<file path="src/sv/lpsm_pkg.sv">
`default_nettype none
package lpsm_pkg;

	localparam int TABLE_SIZE = 4096;
	localparam int POOL_SIZE  = 4096;
	localparam int KEY_BITS   = 16;

	localparam int IDX_W    = $clog2(TABLE_SIZE);
	localparam int MODE_W   = 2;
	localparam int KEY_W    = KEY_BITS;
	localparam int SLOT_W   = 12;
	localparam int STATUS_W = 3;
	localparam int CNT_W    = 13;
	localparam int ENTRY_W  = KEY_W + SLOT_W;

	localparam logic [MODE_W-1:0] MODE_LOOKUP = 2'd0;
	localparam logic [MODE_W-1:0] MODE_ADD    = 2'd1;
	localparam logic [MODE_W-1:0] MODE_BIND   = 2'd2;
	localparam logic [MODE_W-1:0] MODE_CLEAR  = 2'd3;

	localparam logic [STATUS_W-1:0] ST_OK      = 3'd0;
	localparam logic [STATUS_W-1:0] ST_FULL    = 3'd1;
	localparam logic [STATUS_W-1:0] ST_POOL    = 3'd2;
	localparam logic [STATUS_W-1:0] ST_PRESENT = 3'd3;
	localparam logic [STATUS_W-1:0] ST_ZERO    = 3'd4;

	typedef struct packed {
		logic [MODE_W-1:0] mode;
		logic [KEY_W-1:0]  key;
		logic [SLOT_W-1:0] slot_in;
	} req_t;

	typedef struct packed {
		logic                found;
		logic [SLOT_W-1:0]   slot;
		logic [STATUS_W-1:0] status;
	} rsp_t;

	typedef struct packed {
		logic capture;
		logic mark_zero;
		logic advance;
		logic decide;
		logic write;
		logic mark_full;
		logic clr_step;
		logic clr_done;
		logic load_rsp;
	} cmd_t;

	typedef struct packed {
		logic key_zero;
		logic mode_clear;
		logic hit;
		logic need_write;
		logic last_probe;
		logic clr_last;
	} sts_t;

endpackage
`default_nettype wire

</file>
<file path="src/sv/lpsm_ctrl.sv">
`default_nettype none
module lpsm_ctrl (
	input  logic           clk,
	input  logic           arst_n,
	input  logic           req_valid,
	output logic           req_stall,
	output logic           rsp_valid,
	input  logic           rsp_stall,
	input  lpsm_pkg::sts_t sts,
	output lpsm_pkg::cmd_t cmd
);
	import lpsm_pkg::*;

	localparam logic [2:0] S_INIT  = 3'd0;
	localparam logic [2:0] S_IDLE  = 3'd1;
	localparam logic [2:0] S_READ  = 3'd2;
	localparam logic [2:0] S_CHECK = 3'd3;
	localparam logic [2:0] S_CLEAR = 3'd4;
	localparam logic [2:0] S_DONE  = 3'd5;

	logic [2:0] state_q;
	logic [2:0] state_d;
	logic       rsp_valid_q;

	always_comb begin
		cmd     = '0;
		state_d = state_q;
		unique case (state_q)
			S_INIT: begin
				cmd.clr_step = 1'b1;
				if (sts.clr_last) begin
					state_d = S_IDLE;
				end
			end
			S_IDLE: begin
				if (req_valid) begin
					cmd.capture = 1'b1;
					priority if (sts.mode_clear) begin
						state_d = S_CLEAR;
					end else if (sts.key_zero) begin
						cmd.mark_zero = 1'b1;
						state_d       = S_DONE;
					end else begin
						state_d = S_READ;
					end
				end
			end
			S_READ: begin
				state_d = S_CHECK;
			end
			S_CHECK: begin
				priority if (sts.hit) begin
					cmd.decide = 1'b1;
					cmd.write  = sts.need_write;
					state_d    = S_DONE;
				end else if (sts.last_probe) begin
					cmd.mark_full = 1'b1;
					state_d       = S_DONE;
				end else begin
					cmd.advance = 1'b1;
					state_d     = S_READ;
				end
			end
			S_CLEAR: begin
				cmd.clr_step = 1'b1;
				if (sts.clr_last) begin
					cmd.clr_done = 1'b1;
					state_d      = S_DONE;
				end
			end
			S_DONE: begin
				if (!rsp_valid_q || !rsp_stall) begin
					cmd.load_rsp = 1'b1;
					state_d      = S_IDLE;
				end
			end
			default: begin
				state_d = S_IDLE;
			end
		endcase
	end

	always_ff @(posedge clk or negedge arst_n) begin
		if (!arst_n) begin
			state_q     <= S_INIT;
			rsp_valid_q <= 1'b0;
		end else begin
			state_q <= state_d;
			priority if (cmd.load_rsp) begin
				rsp_valid_q <= 1'b1;
			end else if (!rsp_stall) begin
				rsp_valid_q <= 1'b0;
			end
		end
	end

	assign req_stall = (state_q != S_IDLE);
	assign rsp_valid = rsp_valid_q;

endmodule
`default_nettype wire

</file>
<file path="config.mk">
export PLATFORM = sky130hd
export DESIGN_NAME = lpsm_ctrl
export DESIGN_NICKNAME = d
export VERILOG_FILES = /design/src/sv/lpsm_pkg.sv /design/src/sv/lpsm_ctrl.sv
export SDC_FILE = /design/constraint.sdc
export NUM_CORES = 1
export LEC_CHECK = 0
export BUFFER_PORTS_ARGS = -buffer_cell sky130_fd_sc_hd__buf_2
export CAP_MARGIN = 20
export CORE_AREA = 2 2 39 41
export CTS_CLUSTER_SIZE = 25
export DETAILED_ROUTE_END_ITERATION = 8
export DIE_AREA = 0 0 41 43
export PLACE_DENSITY = 0.52
export SLEW_MARGIN = 20
export SYNTH_ARGS = -nofsm -noshare
export SYNTH_HDL_FRONTEND = slang
export SYNTH_SLANG_ARGS = --single-unit
export TNS_END_PERCENT = 100
</file>
<file path="constraint.sdc">
create_clock -name clk -period 1.8 [get_ports clk]
set_clock_uncertainty 0.1 [all_clocks]
set_input_delay 0.18 -clock clk [delete_from_list [all_inputs] [get_ports clk]]
set_output_delay 0.18 -clock clk [all_outputs]
set_load 0.01 [all_outputs]
</file>
==> results.cfg <==
[sta]
fin_setup_tns_ns = 0
worst_hold_slack_ns = 0.08235
finalSetupViolations = 0
drv_slew = 0
hold_violations = 0
fin_crit_ns = 1.670
rsz0062_at_grt = no
tightestPinTransition_ns = 0.3049
max-slew-margin-rel = 0.7948
final.period_utilization = 0.9280
fmax_mhz = 598.6

[final_layout]
nets = 71
utilization = 0.3237
syn_to_final_growth_pct = 44.35
diodes = 0
layout-drive-gt1-share = 0.4407

[clock_network]
cts_setup_buffers = 0
cts_tree = done
clock_sinks = 4
clockRootBuffer = clkbuf_4
path_clk_slew_ns = 0.04
clock_path_buffers = 2
numCtsBuffers = 3
cts_htree_levels = 1
clk-insertion-delay-late_ns = 0.23

[power_and_ir_drop]
leakagePower_uw = 0.0002316
peakVddDrop_v = 0.0003509
p_per_area_mw_per_mm2 = 1227

[hold_path]
hold_path_class = in -> reg

[placed_design]
port-buffer-count = 20
gp_congestion = 0.7372

[synth]
synthMuxAreaShare = 0
synth_edf_count = 0
syn_area_um2 = 310.3
synthFlopType = dfrtp_1
yosysWarnings = 0
synthSimpleGateAreaFrac = 0.4153
avgSynthCellArea_um2 = 8.386
ys_seq_area_frac = 0.3226
syn_inst = 37
synth-adder-area-share = 0
syn-num-nets = 47
synth-xor-area-share = 0
synth_compound_area_frac = 0.2097
synth_top_family_by_area = simple AND/OR/NAND/NOR gates
ys_types = 24
async_flop_share = 1.000
ys_seq_elements = 4

[detailed_routing]
wl_per_cell_um = 10.47
vias_per_cell = 4.587
num_vias = 344
wirelength_um = 785
drtIter0Drc = 3
ant_nets = 0
drc_errors = 0
drt_pass1_iterations = 4

[floorplanning]
initial_core_util = 0.2242
core-area_mm2 = 0.001384
dieWidth_um = 41
die_area_mm2 = 0.001763
ios = 21
rows = 14
die_y_um = 43

[global_route]
antenna_found_initial = 0
grt_pass1_vias = 289
grt-ovfl-total = 0
grt_usage = 0.1065
grt_max_degree = 15
grt_first_pass_wirelength_um = 1290

[job]
cap_violations = 0

[worst_setup_path]
worst_setup_path_start_kind = flop
cp_data_required_time_ns = 1.52
cp_max_fo = 8
critPathKind = reg -> out
crit_path_end_kind = output pin
crit_arrival_ns = 1.39

[status]
status = finished clean
[stage by stage]
step	instances	total power (uW)	setup slack (ns)	cell area [um^2]
6_report	75	549.4	0.1295	447.9
4_1_cts	75	559.3	0.05415	446.7
2_1_floorplan	37	354.2	0.4102	310.3
3_3_place_gp	71	442.2	0.3252	414.1
5_1_grt	75	610.5	0.006453	447.9
3_5_place_dp	71	445.1	0.2964	414.1
[power by group]
part           switching, uW  internal (uW)  leakage [uW]
Combinational            123            125      0.000168
Sequential              69.1            126     0.0000497
Clock                   32.3           74.2     0.0000138
[worst max-delay path, stage by stage, from the launching register on]
cell and delay, ns:
dfrtp_1 0.46, nor2_1 0.20, and3_1 0.22, and3b_1 0.16
buf_2 0.12
[routing by layer]
| metal | part of all wire | up-vias | global-route usage |
|---|---|---|---|
| met3 | 0.079 | 0 | 0.03141 |
| met5 | 0 | - | 0 |
| met4 | 0 | 0 | 0.04000 |
| met2 | 0.46 | 11 | 0.1406 |
| li1 | - | 181 | - |
| met1 | 0.45 | 152 | 0.1581 |
[registers in the layout (all words and copies together) (netlist names)]
name,flops
state_q,3
rsp_valid,1
[Yosys cell counts (2+ instances only)]
library cell  n  area (um^2)
dfrtp_1       4        100.1
o21ai_0       3        15.01
nor2_1        2        7.510
a21oi_1       2        10.01
nand2_1       7        26.28
[repair_timing]
item / CTS / global route
setup endpoints to repair: 0 / 3
gates resized for setup: 0 / 1
endpoints found under the hold margin: 4 / 0
hold buffers: 1 / 0
[logic make-up (layout without fill, tap and decap cells)]
family | Yosys count | count (layout)
simple gates | 21 | 21
compound gates | 10 | 10
flops | 4 | 4
buf+inv | 2 | 24
[cell type report]
type / instances / area, um^2
Fill cell: 155 / 935.9
Multi-Input combinational cell: 31 / 193.9
Timing Repair Buffer: 21 / 110.1
Sequential cell: 4 / 101.3
Clock buffer: 3 / 22.52
Tap cell: 16 / 20.02
[path summary, 6_finish.rpt]
| path | from | endpoint | slack [ns] | depth (start not counted) |
|---|---|---|---|---|
| setup / recovery | state_q[2]$_DFFE_PN0P_ | cmd[7] | 0.13 | 4 |
| hold / removal | rsp_stall | rsp_valid$_DFFE_PN0P_ | 0.08 | 3 |
| min in group asynchronous | arst_n | rsp_valid$_DFFE_PN0P_ | 0.18 | 2 |
| max in group asynchronous | arst_n | state_q[0]$_DFFE_PN0P_ | 1.28 | 2 |
| hold reg to reg | rsp_valid$_DFFE_PN0P_ | rsp_valid$_DFFE_PN0P_ | 0.42 | 2 |
| setup reg to reg | state_q[1]$_DFFE_PN0P_ | state_q[1]$_DFFE_PN0P_ | 0.46 | 2 |
[placed cells by master (no fill, tap or decap), drive strengths merged, types with 2 or more instances in the layout]
cell type,instances
a21oi,2
clkbuf,3
buf,20
nand2,7
o21ai,3
nor2,2
dfrtp,4
Note: power is estimated with default switching activity, not from simulation.
